**src/design/tcprx_pkg.sv**
```systemverilog
// ----------------------------------------------------------------------------
// tcprx_pkg
// Types, codes and sizes shared by the TCP receive connection tracker.
// ----------------------------------------------------------------------------
package tcprx_pkg;

  localparam int FQ_DEPTH  = 2;
  localparam int FQ_PTR_W  = (FQ_DEPTH > 1) ? $clog2(FQ_DEPTH) : 1;
  localparam int FQ_CNT_W  = $clog2(FQ_DEPTH + 1);
  localparam int OQ_DEPTH  = 4;
  localparam int OQ_PTR_W  = (OQ_DEPTH > 1) ? $clog2(OQ_DEPTH) : 1;
  localparam int OQ_CNT_W  = $clog2(OQ_DEPTH + 1);
  localparam int CFG_IDX_W = 2;

  localparam logic [15:0] INITIAL_MSS_RST    = 16'd1460;
  localparam logic [15:0] OWN_WINDOW_MAX_RST = 16'hFFFF;
  localparam logic [7:0]  CWND_MAX_RST       = 8'd64;
  localparam logic [31:0] PEER_START_SEQ_RST = 32'd0;
  localparam logic [7:0]  CWND_RST           = 8'd1;

  typedef enum logic [1:0] {
    CMD_SEGMENT = 2'd0,
    CMD_CLOSE   = 2'd1,
    CMD_READ    = 2'd2,
    CMD_NONE    = 2'd3
  } cmd_t;

  typedef enum logic [CFG_IDX_W-1:0] {
    CFG_INITIAL_MSS    = 2'd0,
    CFG_OWN_WINDOW_MAX = 2'd1,
    CFG_CWND_MAX       = 2'd2,
    CFG_PEER_START_SEQ = 2'd3
  } cfg_reg_t;

  typedef enum logic [2:0] {
    ST_ESTABLISHED = 3'd0,
    ST_FIN_WAIT_1  = 3'd1,
    ST_FIN_WAIT_2  = 3'd2,
    ST_CLOSING     = 3'd3,
    ST_CLOSE_WAIT  = 3'd4,
    ST_LAST_ACK    = 3'd5,
    ST_CLOSED      = 3'd6
  } conn_state_t;

  typedef enum logic [3:0] {
    ACT_DROP       = 4'd0,
    ACT_RETX       = 4'd1,
    ACT_ACK        = 4'd2,
    ACT_ACCEPT     = 4'd3,
    ACT_ACCEPT_ACK = 4'd4,
    ACT_RESET      = 4'd5,
    ACT_FIN        = 4'd6,
    ACT_IGNORE     = 4'd7,
    ACT_CREDIT     = 4'd8
  } action_t;

  typedef struct packed {
    logic [1:0]  cmd;
    logic        checks_ok;
    logic [31:0] seq_num;
    logic [31:0] ack_num;
    logic        ack_bit;
    logic        fin_bit;
    logic        rst_bit;
    logic [15:0] peer_window_in;
    logic [15:0] byte_count;
    logic [15:0] mss_option;
  } in_word_t;

  typedef struct packed {
    logic [3:0]  action;
    logic        deliver;
    logic [31:0] ack_out;
    logic [15:0] adv_window;
    logic [2:0]  conn_state;
    logic [31:0] release_below;
    logic [15:0] send_limit;
  } out_word_t;

  typedef struct packed {
    cmd_t        kind;
    logic        checks_ok;
    logic [31:0] seq_num;
    logic [31:0] ack_num;
    logic        ack_bit;
    logic        fin_bit;
    logic        rst_bit;
    logic [15:0] peer_window_in;
    logic [15:0] byte_count;
    logic        len_nz;
    logic [15:0] mss_option;
    logic        mss_nz;
    logic [31:0] seq_adv;
    logic [31:0] seq_adv_fin;
  } fe_word_t;

  typedef struct packed {
    action_t     action;
    logic        deliver;
    logic [31:0] ack_out;
    logic [15:0] adv_window;
    conn_state_t conn_state;
    logic [31:0] release_below;
    logic [7:0]  cwnd;
    logic [15:0] seg_size;
    logic [15:0] peer_window;
  } res_word_t;

endpackage

```
**src/design/tcp_receive_connection_tracker.sv**
```systemverilog
// ----------------------------------------------------------------------------
// tcp_receive_connection_tracker
// Receive-side tracker for one established TCP connection.
//
//   channel   handshake                 payload
//   input     push / full               in_data  (in_word_t)
//   result    pop / empty               out_data (out_word_t)
//   config    cfg_valid / cfg_ready     cfg_index, cfg_data
//
// One word is accepted every cycle while full is low; each gives one result word.
// A result passes the front queue, the combinational execute stage, the stage
// register feeding the send-limit logic, then the result queue to out_data.
// The state update loop in the execute stage sets the one-word-per-cycle rate.
// Reset is synchronous; no clearing pass, cfg_ready is always high.
// A stalled result side fills the result queue, then the front queue, then
// raises full.
// ----------------------------------------------------------------------------
module tcp_receive_connection_tracker import tcprx_pkg::*; (
  input  logic                 clk,
  input  logic                 rst,
  input  logic                 push,
  output logic                 full,
  input  in_word_t             in_data,
  output logic                 empty,
  input  logic                 pop,
  output out_word_t            out_data,
  input  logic                 cfg_valid,
  output logic                 cfg_ready,
  input  logic [CFG_IDX_W-1:0] cfg_index,
  input  logic [31:0]          cfg_data
);

  logic      fq_valid;
  fe_word_t  fq_word;
  logic      fq_take;
  logic      room;
  logic      res_valid;
  res_word_t res_word;

  tcprx_front u_front (
    .clk      (clk),
    .rst      (rst),
    .push     (push),
    .full     (full),
    .in_data  (in_data),
    .fq_valid (fq_valid),
    .fq_word  (fq_word),
    .fq_take  (fq_take)
  );

  tcprx_exec u_exec (
    .clk       (clk),
    .rst       (rst),
    .cfg_valid (cfg_valid),
    .cfg_ready (cfg_ready),
    .cfg_index (cfg_index),
    .cfg_data  (cfg_data),
    .fq_valid  (fq_valid),
    .fq_word   (fq_word),
    .fq_take   (fq_take),
    .room      (room),
    .res_valid (res_valid),
    .res_word  (res_word)
  );

  tcprx_outq u_outq (
    .clk       (clk),
    .rst       (rst),
    .res_valid (res_valid),
    .res_word  (res_word),
    .room      (room),
    .empty     (empty),
    .pop       (pop),
    .out_data  (out_data)
  );

endmodule

```
**src/design/tcprx_front.sv**
```systemverilog
// ----------------------------------------------------------------------------
// tcprx_front
// Accepts input words, decodes the command, precomputes sequence advances
// and holds them in a short queue for the execute stage.
// ----------------------------------------------------------------------------
module tcprx_front import tcprx_pkg::*; (
  input  logic     clk,
  input  logic     rst,
  input  logic     push,
  output logic     full,
  input  in_word_t in_data,
  output logic     fq_valid,
  output fe_word_t fq_word,
  input  logic     fq_take
);

  fe_word_t            fq_mem [FQ_DEPTH];
  logic [FQ_PTR_W-1:0] wr_ptr;
  logic [FQ_PTR_W-1:0] rd_ptr;
  logic [FQ_CNT_W-1:0] count;
  fe_word_t            dec;
  logic [16:0]         len_plus1;
  logic                wr_en;
  logic                rd_en;

  always_comb begin
    len_plus1          = {1'b0, in_data.byte_count} + 17'd1;
    dec.kind           = cmd_t'(in_data.cmd);
    dec.checks_ok      = in_data.checks_ok;
    dec.seq_num        = in_data.seq_num;
    dec.ack_num        = in_data.ack_num;
    dec.ack_bit        = in_data.ack_bit;
    dec.fin_bit        = in_data.fin_bit;
    dec.rst_bit        = in_data.rst_bit;
    dec.peer_window_in = in_data.peer_window_in;
    dec.byte_count     = in_data.byte_count;
    dec.len_nz         = (in_data.byte_count != 16'd0);
    dec.mss_option     = in_data.mss_option;
    dec.mss_nz         = (in_data.mss_option != 16'd0);
    dec.seq_adv        = in_data.seq_num + 32'(in_data.byte_count);
    dec.seq_adv_fin    = in_data.seq_num + 32'(len_plus1);
  end

  assign full     = (count == FQ_CNT_W'(FQ_DEPTH));
  assign fq_valid = (count != '0);
  assign fq_word  = fq_mem[rd_ptr];
  assign wr_en    = push && !full;
  assign rd_en    = fq_take && fq_valid;

  always_ff @(posedge clk) begin
    if (wr_en) begin
      fq_mem[wr_ptr] <= dec;
    end
  end

  always_ff @(posedge clk) begin
    if (rst) begin
      wr_ptr <= '0;
      rd_ptr <= '0;
      count  <= '0;
    end else begin
      if (wr_en) begin
        wr_ptr <= (wr_ptr == FQ_PTR_W'(FQ_DEPTH - 1)) ? '0 : wr_ptr + 1'b1;
      end
      if (rd_en) begin
        rd_ptr <= (rd_ptr == FQ_PTR_W'(FQ_DEPTH - 1)) ? '0 : rd_ptr + 1'b1;
      end
      if (wr_en && !rd_en) begin
        count <= count + 1'b1;
      end else if (rd_en && !wr_en) begin
        count <= count - 1'b1;
      end
    end
  end

endmodule

```
**src/design/tcprx_exec.sv**
```systemverilog
// ----------------------------------------------------------------------------
// tcprx_exec
// Connection state, configuration registers and per-word decision logic.
// ----------------------------------------------------------------------------
module tcprx_exec import tcprx_pkg::*; (
  input  logic                 clk,
  input  logic                 rst,
  input  logic                 cfg_valid,
  output logic                 cfg_ready,
  input  logic [CFG_IDX_W-1:0] cfg_index,
  input  logic [31:0]          cfg_data,
  input  logic                 fq_valid,
  input  fe_word_t             fq_word,
  output logic                 fq_take,
  input  logic                 room,
  output logic                 res_valid,
  output res_word_t            res_word
);

  logic [15:0] own_window_max;
  logic [7:0]  cwnd_max;

  conn_state_t conn_mode,     conn_mode_next;
  logic [31:0] expected_seq,  expected_seq_next;
  logic [31:0] last_ack_seen, last_ack_seen_next;
  logic [15:0] peer_window,   peer_window_next;
  logic [7:0]  cwnd,          cwnd_next;
  logic [15:0] seg_size,      seg_size_next;
  logic [15:0] own_window,    own_window_next;
  logic        read_closed,   read_closed_next;
  logic        write_closed,  write_closed_next;

  action_t     action;
  logic        deliver;
  logic        fin_ok;
  logic [8:0]  cwnd_up;
  logic [16:0] ow_sum;

  assign cfg_ready = 1'b1;
  assign fq_take   = fq_valid && room;
  assign res_valid = fq_take;

  always_comb begin
    conn_mode_next     = conn_mode;
    expected_seq_next  = expected_seq;
    last_ack_seen_next = last_ack_seen;
    peer_window_next   = peer_window;
    cwnd_next          = cwnd;
    seg_size_next      = seg_size;
    own_window_next    = own_window;
    read_closed_next   = read_closed;
    write_closed_next  = write_closed;
    action             = ACT_IGNORE;
    deliver            = 1'b0;
    fin_ok             = fq_word.fin_bit && (conn_mode == ST_ESTABLISHED ||
                         conn_mode == ST_FIN_WAIT_1 || conn_mode == ST_FIN_WAIT_2);
    cwnd_up            = {1'b0, cwnd} + 9'd1;
    ow_sum             = {1'b0, own_window} + {1'b0, fq_word.byte_count};

    unique case (fq_word.kind)
      CMD_SEGMENT: begin
        priority if (conn_mode == ST_CLOSED) begin
          action = ACT_IGNORE;
        end else if (!fq_word.checks_ok) begin
          action = ACT_DROP;
        end else if (fq_word.ack_bit && fq_word.ack_num == last_ack_seen) begin
          action = ACT_RETX;
        end else if (fq_word.seq_num != expected_seq) begin
          action = ACT_ACK;
        end else if (fq_word.rst_bit) begin
          read_closed_next  = 1'b1;
          write_closed_next = 1'b1;
          conn_mode_next    = ST_CLOSED;
          action            = ACT_RESET;
        end else begin
          if (fq_word.len_nz) begin
            deliver         = 1'b1;
            own_window_next = (own_window > fq_word.byte_count) ?
                              own_window - fq_word.byte_count : 16'd0;
          end
          expected_seq_next = fin_ok ? fq_word.seq_adv_fin : fq_word.seq_adv;
          if (fq_word.ack_bit) begin
            last_ack_seen_next = fq_word.ack_num;
          end
          peer_window_next = fq_word.peer_window_in;
          cwnd_next        = (cwnd_up > {1'b0, cwnd_max}) ? cwnd_max : cwnd_up[7:0];
          if (fq_word.mss_nz && fq_word.mss_option < seg_size) begin
            seg_size_next = fq_word.mss_option;
          end
          if (fin_ok) begin
            read_closed_next = 1'b1;
            priority if (conn_mode == ST_ESTABLISHED) begin
              conn_mode_next = ST_CLOSE_WAIT;
            end else if (conn_mode == ST_FIN_WAIT_1 && !fq_word.ack_bit) begin
              conn_mode_next = ST_CLOSING;
            end else begin
              conn_mode_next = ST_CLOSED;
            end
            action = ACT_ACCEPT_ACK;
          end else if (!fq_word.len_nz) begin
            if (conn_mode == ST_CLOSING || conn_mode == ST_LAST_ACK) begin
              conn_mode_next = ST_CLOSED;
            end else if (conn_mode == ST_FIN_WAIT_1) begin
              conn_mode_next = ST_FIN_WAIT_2;
            end
            action = ACT_ACCEPT;
          end else begin
            action = ACT_ACCEPT_ACK;
          end
        end
      end
      CMD_CLOSE: begin
        if (conn_mode == ST_ESTABLISHED) begin
          conn_mode_next    = ST_FIN_WAIT_1;
          write_closed_next = 1'b1;
          action            = ACT_FIN;
        end else if (conn_mode == ST_CLOSE_WAIT) begin
          conn_mode_next    = ST_LAST_ACK;
          write_closed_next = 1'b1;
          action            = ACT_FIN;
        end
      end
      CMD_READ: begin
        own_window_next = (ow_sum > {1'b0, own_window_max}) ? own_window_max : ow_sum[15:0];
        action          = ACT_CREDIT;
      end
      default: begin
        action = ACT_IGNORE;
      end
    endcase

    res_word.action        = action;
    res_word.deliver       = deliver;
    res_word.ack_out       = expected_seq_next;
    res_word.adv_window    = own_window_next;
    res_word.conn_state    = conn_mode_next;
    res_word.release_below = last_ack_seen_next;
    res_word.cwnd          = cwnd_next;
    res_word.seg_size      = seg_size_next;
    res_word.peer_window   = peer_window_next;
  end

  always_ff @(posedge clk) begin
    if (rst) begin
      own_window_max <= OWN_WINDOW_MAX_RST;
      cwnd_max       <= CWND_MAX_RST;
      conn_mode      <= ST_ESTABLISHED;
      expected_seq   <= PEER_START_SEQ_RST;
      last_ack_seen  <= '0;
      peer_window    <= '0;
      cwnd           <= CWND_RST;
      seg_size       <= INITIAL_MSS_RST;
      own_window     <= OWN_WINDOW_MAX_RST;
      read_closed    <= 1'b0;
      write_closed   <= 1'b0;
    end else if (cfg_valid) begin
      unique case (cfg_reg_t'(cfg_index))
        CFG_INITIAL_MSS: begin
          seg_size <= cfg_data[15:0];
        end
        CFG_OWN_WINDOW_MAX: begin
          own_window_max <= cfg_data[15:0];
          own_window     <= cfg_data[15:0];
        end
        CFG_CWND_MAX: begin
          cwnd_max <= cfg_data[7:0];
        end
        CFG_PEER_START_SEQ: begin
          expected_seq <= cfg_data;
        end
        default: begin
          cwnd_max <= cwnd_max;
        end
      endcase
    end else if (fq_take) begin
      conn_mode     <= conn_mode_next;
      expected_seq  <= expected_seq_next;
      last_ack_seen <= last_ack_seen_next;
      peer_window   <= peer_window_next;
      cwnd          <= cwnd_next;
      seg_size      <= seg_size_next;
      own_window    <= own_window_next;
      read_closed   <= read_closed_next;
      write_closed  <= write_closed_next;
    end
  end

  a_read_closed_mode: assert property (@(posedge clk) disable iff (rst)
    read_closed |-> (conn_mode == ST_CLOSING || conn_mode == ST_CLOSE_WAIT ||
                     conn_mode == ST_LAST_ACK || conn_mode == ST_CLOSED))
    else $error("read side closed in an open receive state");

  a_write_closed_mode: assert property (@(posedge clk) disable iff (rst)
    write_closed |-> (conn_mode == ST_FIN_WAIT_1 || conn_mode == ST_FIN_WAIT_2 ||
                      conn_mode == ST_CLOSING || conn_mode == ST_LAST_ACK ||
                      conn_mode == ST_CLOSED))
    else $error("write side closed in an open send state");

  a_closed_holds: assert property (@(posedge clk) disable iff (rst)
    (fq_take && conn_mode == ST_CLOSED) |=> (conn_mode == ST_CLOSED))
    else $error("closed connection reopened");

endmodule

```
**src/design/tcprx_outq.sv**
```systemverilog
// ----------------------------------------------------------------------------
// tcprx_outq
// Registers each result, computes the send limit and queues result words.
// ----------------------------------------------------------------------------
module tcprx_outq import tcprx_pkg::*; (
  input  logic      clk,
  input  logic      rst,
  input  logic      res_valid,
  input  res_word_t res_word,
  output logic      room,
  output logic      empty,
  input  logic      pop,
  output out_word_t out_data
);

  res_word_t           stage;
  logic                stage_v;
  out_word_t           oq_mem [OQ_DEPTH];
  logic [OQ_PTR_W-1:0] wr_ptr;
  logic [OQ_PTR_W-1:0] rd_ptr;
  logic [OQ_CNT_W-1:0] count;
  logic [OQ_CNT_W:0]   pending;
  logic [23:0]         prod;
  out_word_t           fill;
  logic                rd_en;

  assign pending  = {1'b0, count} + (OQ_CNT_W + 1)'(stage_v);
  assign room     = (pending < (OQ_CNT_W + 1)'(OQ_DEPTH));
  assign empty    = (count == '0);
  assign out_data = oq_mem[rd_ptr];
  assign rd_en    = pop && !empty;

  always_comb begin
    prod               = 24'(stage.cwnd) * 24'(stage.seg_size);
    fill.action        = stage.action;
    fill.deliver       = stage.deliver;
    fill.ack_out       = stage.ack_out;
    fill.adv_window    = stage.adv_window;
    fill.conn_state    = stage.conn_state;
    fill.release_below = stage.release_below;
    fill.send_limit    = (prod > 24'(stage.peer_window)) ? stage.peer_window : prod[15:0];
  end

  always_ff @(posedge clk) begin
    if (res_valid) begin
      stage <= res_word;
    end
    if (stage_v) begin
      oq_mem[wr_ptr] <= fill;
    end
  end

  always_ff @(posedge clk) begin
    if (rst) begin
      stage_v <= 1'b0;
      wr_ptr  <= '0;
      rd_ptr  <= '0;
      count   <= '0;
    end else begin
      stage_v <= res_valid;
      if (stage_v) begin
        wr_ptr <= (wr_ptr == OQ_PTR_W'(OQ_DEPTH - 1)) ? '0 : wr_ptr + 1'b1;
      end
      if (rd_en) begin
        rd_ptr <= (rd_ptr == OQ_PTR_W'(OQ_DEPTH - 1)) ? '0 : rd_ptr + 1'b1;
      end
      if (stage_v && !rd_en) begin
        count <= count + 1'b1;
      end else if (rd_en && !stage_v) begin
        count <= count - 1'b1;
      end
    end
  end

  a_no_overflow: assert property (@(posedge clk) disable iff (rst)
    stage_v |-> (count < OQ_CNT_W'(OQ_DEPTH) || rd_en))
    else $error("result queue overflow");

endmodule

```
**config.mk**
```make
export PLATFORM = sky130hd
export DESIGN_NAME = tcp_receive_connection_tracker
export DESIGN_NICKNAME = d
export VERILOG_FILES = /design/src/design/tcprx_pkg.sv /design/src/design/tcp_receive_connection_tracker.sv /design/src/design/tcprx_front.sv /design/src/design/tcprx_exec.sv /design/src/design/tcprx_outq.sv
export SDC_FILE = /design/constraint.sdc
export NUM_CORES = 2
export LEC_CHECK = 0
export BUFFER_PORTS_ARGS = -buffer_cell sky130_fd_sc_hd__buf_2
export CAP_MARGIN = 20
export CORE_ASPECT_RATIO = 1.2
export CORE_MARGIN = 4
export CORE_UTILIZATION = 62
export CTS_CLUSTER_SIZE = 16
export DETAILED_ROUTE_END_ITERATION = 12
export MAX_ROUTING_LAYER = met4
export PLACE_DENSITY = 0.81
export RECOVER_POWER = 50
export SLEW_MARGIN = 10
export SYNTH_ARGS = -nofsm -noshare
export SYNTH_HDL_FRONTEND = slang
export SYNTH_HIERARCHICAL = 1
export SYNTH_SLANG_ARGS = --single-unit
```
**constraint.sdc**
```tcl
create_clock -name clk -period 29.4 [get_ports clk]
set_input_delay 5.88 -clock clk [delete_from_list [all_inputs] [get_ports clk]]
set_output_delay 5.88 -clock clk [all_outputs]
set_load 0.02 [all_outputs]
```
Word-level counts from Yosys, hierarchy flattened
Memories as Yosys holds them, arrays and structs flattened. A register that Yosys moved wholly into a read port is not among the register bits.
Index checks and enable logic that the tools add are counted.
- multipliers: 1
- add/sub/neg operators: 15
- divide/modulo/power cells: 0
- reduce and logical (&&, ||, !) cells: 39
- shifts and indexed selects: 0
- order comparisons: 6
- mux-type cells: 94
- bitwise gates (word level): 3
- equality and inequality tests: 19
- operators with widths (cell ; count):
    32-bit 2-to-1 mux ; 17
    16-bit 2-to-1 mux ; 28
    8-bit 2-to-1 mux ; 7
    3-bit 2-to-1 mux ; 16
    32-bit by 16-bit adder with 32-bit output ; 1
    32-bit by 17-bit adder with 32-bit output ; 1
    32-bit equality test ; 1
    32-bit inequality test ; 1
    16-bit case mux with 2 select lines ; 1
    16-bit nonzero test ; 2
    4-bit 2-to-1 mux ; 7
    24-bit by 16-bit > comparator with 1-bit output ; 1
    8-bit by 16-bit multiplier with 24-bit output ; 1
    16-bit by 1-bit adder with 17-bit output (second input constant) ; 1
    16-bit by 16-bit adder with 17-bit output ; 1
    17-bit by 16-bit > comparator with 1-bit output ; 1
    16-bit > comparator ; 1
    16-bit less-than comparator ; 1
    16-bit subtractor ; 1
    2-bit equality test (second input constant) ; 6
    1-bit logical AND ; 12
    2-bit 2-to-1 mux ; 6
    4-bit case mux with 3 select lines ; 1
    2-bit AND reduction ; 6
    other kinds (23) ; 56
- register bits after elaboration: 287
- memories: 2
- output and inout bits: 107
- RAM bits: 784
- word-level logic and storage cells: 204
- memory bits (read-only): 0
- bits in latches: 0
- memory list (name ; depth ; bits a word ; rd ports ; clocked after Yosys merged registers in ; write ports ; RTL line ; text):
    u_outq.oq_mem ; 4 ; 104 ; 1 ; 1 ; 1 ; tcprx_outq.sv:18 ; out_word_t oq_mem [OQ_DEPTH];
    u_front.fq_mem ; 2 ; 184 ; 1 ; 1 ; 1 ; tcprx_front.sv:17 ; fe_word_t fq_mem [FQ_DEPTH];

Depth between registers and ports, before layout
- depth in word-level cells: 13
- gate-level depth with buffers: 27
- mapped depth without buffers: 25

Hierarchy
The synthesis kept the hierarchy.
- modules (own cells, without submodules) (module ; cells an instance ; seq. area each (um^2) ; area each (um^2) ; instances):
    tcprx_outq ; 1278 ; 16535.9 ; 24026.8 ; 1
    tcprx_front ; 953 ; 11150.7 ; 15738.8 ; 1
    tcprx_exec ; 1549 ; 2942.8 ; 12261.8 ; 1

Worst setup path after synthesis
Ideal clock, no wire load.
- kind: input to register
- from: input port push
- to: memory u_front/fq_mem[0][0] (netlist name), enable pin
- path buffers: 0
- setup slack: 15.072 ns
- arrival time: 13.598 ns
- stages on the path: 2
- required time: 28.670 ns
- setup time: 0.730 ns
- cells stage by stage: nand2_1 nor2_1
- longest elaborated chain between the ends: 3
- RTL lines (item ; RTL line ; text):
    start: declaration ; tcp_receive_connection_tracker.sv:21 ; input logic push,
    1-bit logical AND ; tcprx_front.sv:47 ; assign wr_en = push && !full;
    1-bit 2-to-1 mux ; tcprx_front.sv:51 ; if (wr_en) begin
    1-bit 2-to-1 mux (implied by the code) ; tcprx_front.sv:52 ; fq_mem[wr_ptr] <= dec;
    end: declaration ; tcprx_front.sv:17 ;
Every way passes these cells.

==> qor.csv <==
metric,value,unit
status,"complete, but fails checks",
failing checks,"max-capacitance violations, max-slew violations",
hold buffers post-CTS,0,
Total GRT Usage,29.2,%
setup bufs post-CTS,0,
largest area contributor in the synthesized netlist,edfxtp_1,
Final Hold Vio Count,0,
Mapped Nets,4183,
clock tree sinks,1074,
"wirelength, routed",127,mm
DR vias/cell,6.15,
Setup TNS,0,ns
slowest library cell on the worst path,clkbuf_1,
Worst-Margin Slew,4.44,ns
most numerous cell in the Yosys netlist,edfxtp_1,
Util after Layout,68.9,%
Initial Util,62.5,%
post-CTS sizing,0,
max frequency,79.6,MHz
Max Slew Vio Count,750,
nets@finish,4405,
syn_area_per_cell,13.8,um2
total of max-cap violations,14,
DR DRC count,0,
Final setup viols,0,
GR Overflow Total,0,
Clock Latency Late Sink,0.69,ns
DR pass1 iterations,7,
Num CTS Buffers,101,
Synth Warn #,6,
Worst path max stage delay,3.06,ns
CP Max Fanout,74,
Synth cell types,100,
Startpoint Class,register,
I/O pin total,264,
first-pass GRT wire length,192,mm
Layout Skew,0.0343,ns
post-DP HPWL,86.9,mm
Mapped Area,52000,um2
CTS tree,yes,
via count,32200,
Area Overhead vs Synth,10.4,%
CP required,29.96,ns
period utilization,42.8,%
fin cells,5229,
RSZ-0062 raised after global routing,no,
largest net degree at the start of global routing,86,
type of the worst setup path,reg -> reg,
dominant cells by area after synthesis,"edfxtp_1 53%, dfxtp_1 6.2%, mux2_2 6.0%, mux4_2 4.5%, ha_1 3.8%",
Post-synth ARST share,0,%
ANT nets after route,0,
Post-synth EDFFs,912,
Reg area,30600,um2
"CTS clk-pin slew, worst paths",0.06,ns
hold crit path type,reg -> reg,
Synth Instances,3780,
initial DRC count,3372,
die height,325,um
sequential area share after synthesis,58.9,%
placer congestion estimate,0.940,
initial antenna violation count,17,
Placement Rows,116,
"delay-heaviest family, CP",buffers and inverters,
post-synth top area share,52.6,%
CP bufs+invs,4,
synthesized flop and latch total,1074,
Placed Cells,5020,
Final min period,12.57,ns
routed len/inst,24.3,um
dominant synthesized flop cell,edfxtp_1,
Die X,272,um
clk buf depth,3,
H-tree depth,3,
CTS root buffer,clkbuf_16,
total core area,83300,um2
number of global-route vias before repair,32200,
WP data arrival,13.13,ns
crit-path cells,clkbuf_1 -> clkbuf_1 -> mux2_2 -> xor2_1 -> nor4_1 -> nand4_1 -> nor2_1 -> nand4_1 -> buf_4 -> nor3_4 -> buf_4 -> mux2_2 -> o31a_1,
Die ar.,88600,um2
"top cells by count, synth","912 x edfxtp_1, 309 x inv_1, 276 x mux2_2, 166 x nand2_1, 164 x o21ai_0",
Rel. slew slack,-196,%
fraction of layout instances using a drive strength above 1,20.0,%
Multi-input gate area,19400,um2
Fill cells,5737,
IO buf count,262,
Critical Path Sink Type,register,
final cells by class:
class                      count  share of cell area (%)
antenna                       20                  0.0872
clock buffer                 127                    4.61
clock inverter                62                    1.04
inverter                     312                    2.04
multi-input combinational   2220                    33.9
sequential                  1074                    53.4
tap                         1121                    2.44
timing repair buffer         293                    2.55
tightest hold or removal path: cells and delay by family (launching register included):
kind               cells  cell delay, ns
DFF                    1            0.31
and+or+nand+nor        1            0.05
AOI/OAI and AO/OA      1            0.05
cells in the final DEF (no fill, tap or decap), types with 10 or more instances in the layout:
cell	netlist	final
nor3_1	66	66
nand2b_1	15	15
mux2_2	276	251
clkbuf_16	0	102
or3_1	11	10
a21o_1	21	21
a21oi_1	156	155
mux2_1	8	33
and3_1	12	11
o21ai_0	164	164
a211oi_1	23	23
o211ai_1	23	23
nand2_1	166	166
mux2_4	11	11
mux4_2	104	104
mux2i_1	77	77
nor4_1	33	33
inv_1	309	307
fa_1	89	89
clkinv_2	0	23
xnor2_1	48	48
diode_2	0	20
nand3_1	53	53
edfxtp_1	912	912
buf_2	32	217
buf_4	15	25
and2_1	116	112
or2_2	11	11
ha_1	157	157
o211a_1	36	36
nor2b_1	12	11
nand4_1	39	40
dfxtp_1	162	160
a31oi_1	21	21
xor2_1	108	108
clkinv_1	1	19
nor2_1	163	162
o21a_1	22	22
o31ai_1	14	14
clkbuf_1	103	76
path summary, 6_finish.rpt:
| check | from | end | slack (ns) | depth (start not counted) |
|---|---|---|---|---|
| hold / removal | u_exec/cwnd_max[4] | u_exec/cwnd_max[4] | 0.46 | 2 |
| setup reg to reg | register | u_exec/seg_size[2] | 16.83 | 13 |
| setup / recovery | register | u_exec/seg_size[2] | 16.83 | 13 |
| hold reg to reg | u_exec/cwnd_max[4] | u_exec/cwnd_max[4] | 0.46 | 2 |
stage by stage:
| stage | setup WS, ns | hold slack (ns) | instance area [um2] |
|---|---|---|---|
| 3_3_place_gp | 20.75 | 0.442 | 54200 |
| 2_1_floorplan | 15.07 | 0.436 | 52000 |
| 5_1_grt | 16.18 | 0.489 | 57400 |
| 3_5_place_dp | 20.69 | 0.450 | 54200 |
| 6_report | 16.83 | 0.455 | 57400 |
| 4_1_cts | 20.26 | 0.458 | 57500 |
sequential cells by signal (all words and copies together), names as in the netlist, named ones only:
name and count:
u_exec/conn_mode 3, u_exec/cwnd 8, u_exec/cwnd_max 8, u_exec/expected_seq 32
u_exec/last_ack_seen 32, u_exec/own_window 16, u_exec/own_window_max 16, u_exec/peer_window 16
u_exec/seg_size 16, u_front/count 2, u_front/fq_mem 368, u_front/rd_ptr 1
u_front/wr_ptr 1, u_outq/count 3, u_outq/fill 88, u_outq/oq_mem 416
u_outq/rd_ptr 2, u_outq/stage 40, u_outq/stage_v 1, u_outq/wr_ptr 2
kinds of logic (layout without fill, tap and decap cells):
kind of cell | count (synthesis) | after routing | share of synthesized area (%)
AO/OA/AOI/OAI | 603 | 603 | 7.81
buffers and inverters | 486 | 794 | 3.79
AND/OR/NAND/NOR | 738 | 738 | 7.25
multiplexers | 476 | 476 | 12.4
flip-flops | 1074 | 1074 | 58.9
other | 1 | 21 | 0.00721
XOR/XNOR | 156 | 156 | 2.63
adder cells (fa/ha/maj) | 246 | 246 | 7.20
routing by layer:
metal	vias to the layer above	wire, um	track usage [%]
met3	269	8860	4.91
li1	14500	-	-
met4	0	5740	12.2
met2	1278	63000	47.2
met1	16100	49700	37.1
met5	-	0	-
Power is left out: the tool's default activity adds up to more than one toggle a clock period on the data nets, which glitch-free logic cannot reach.
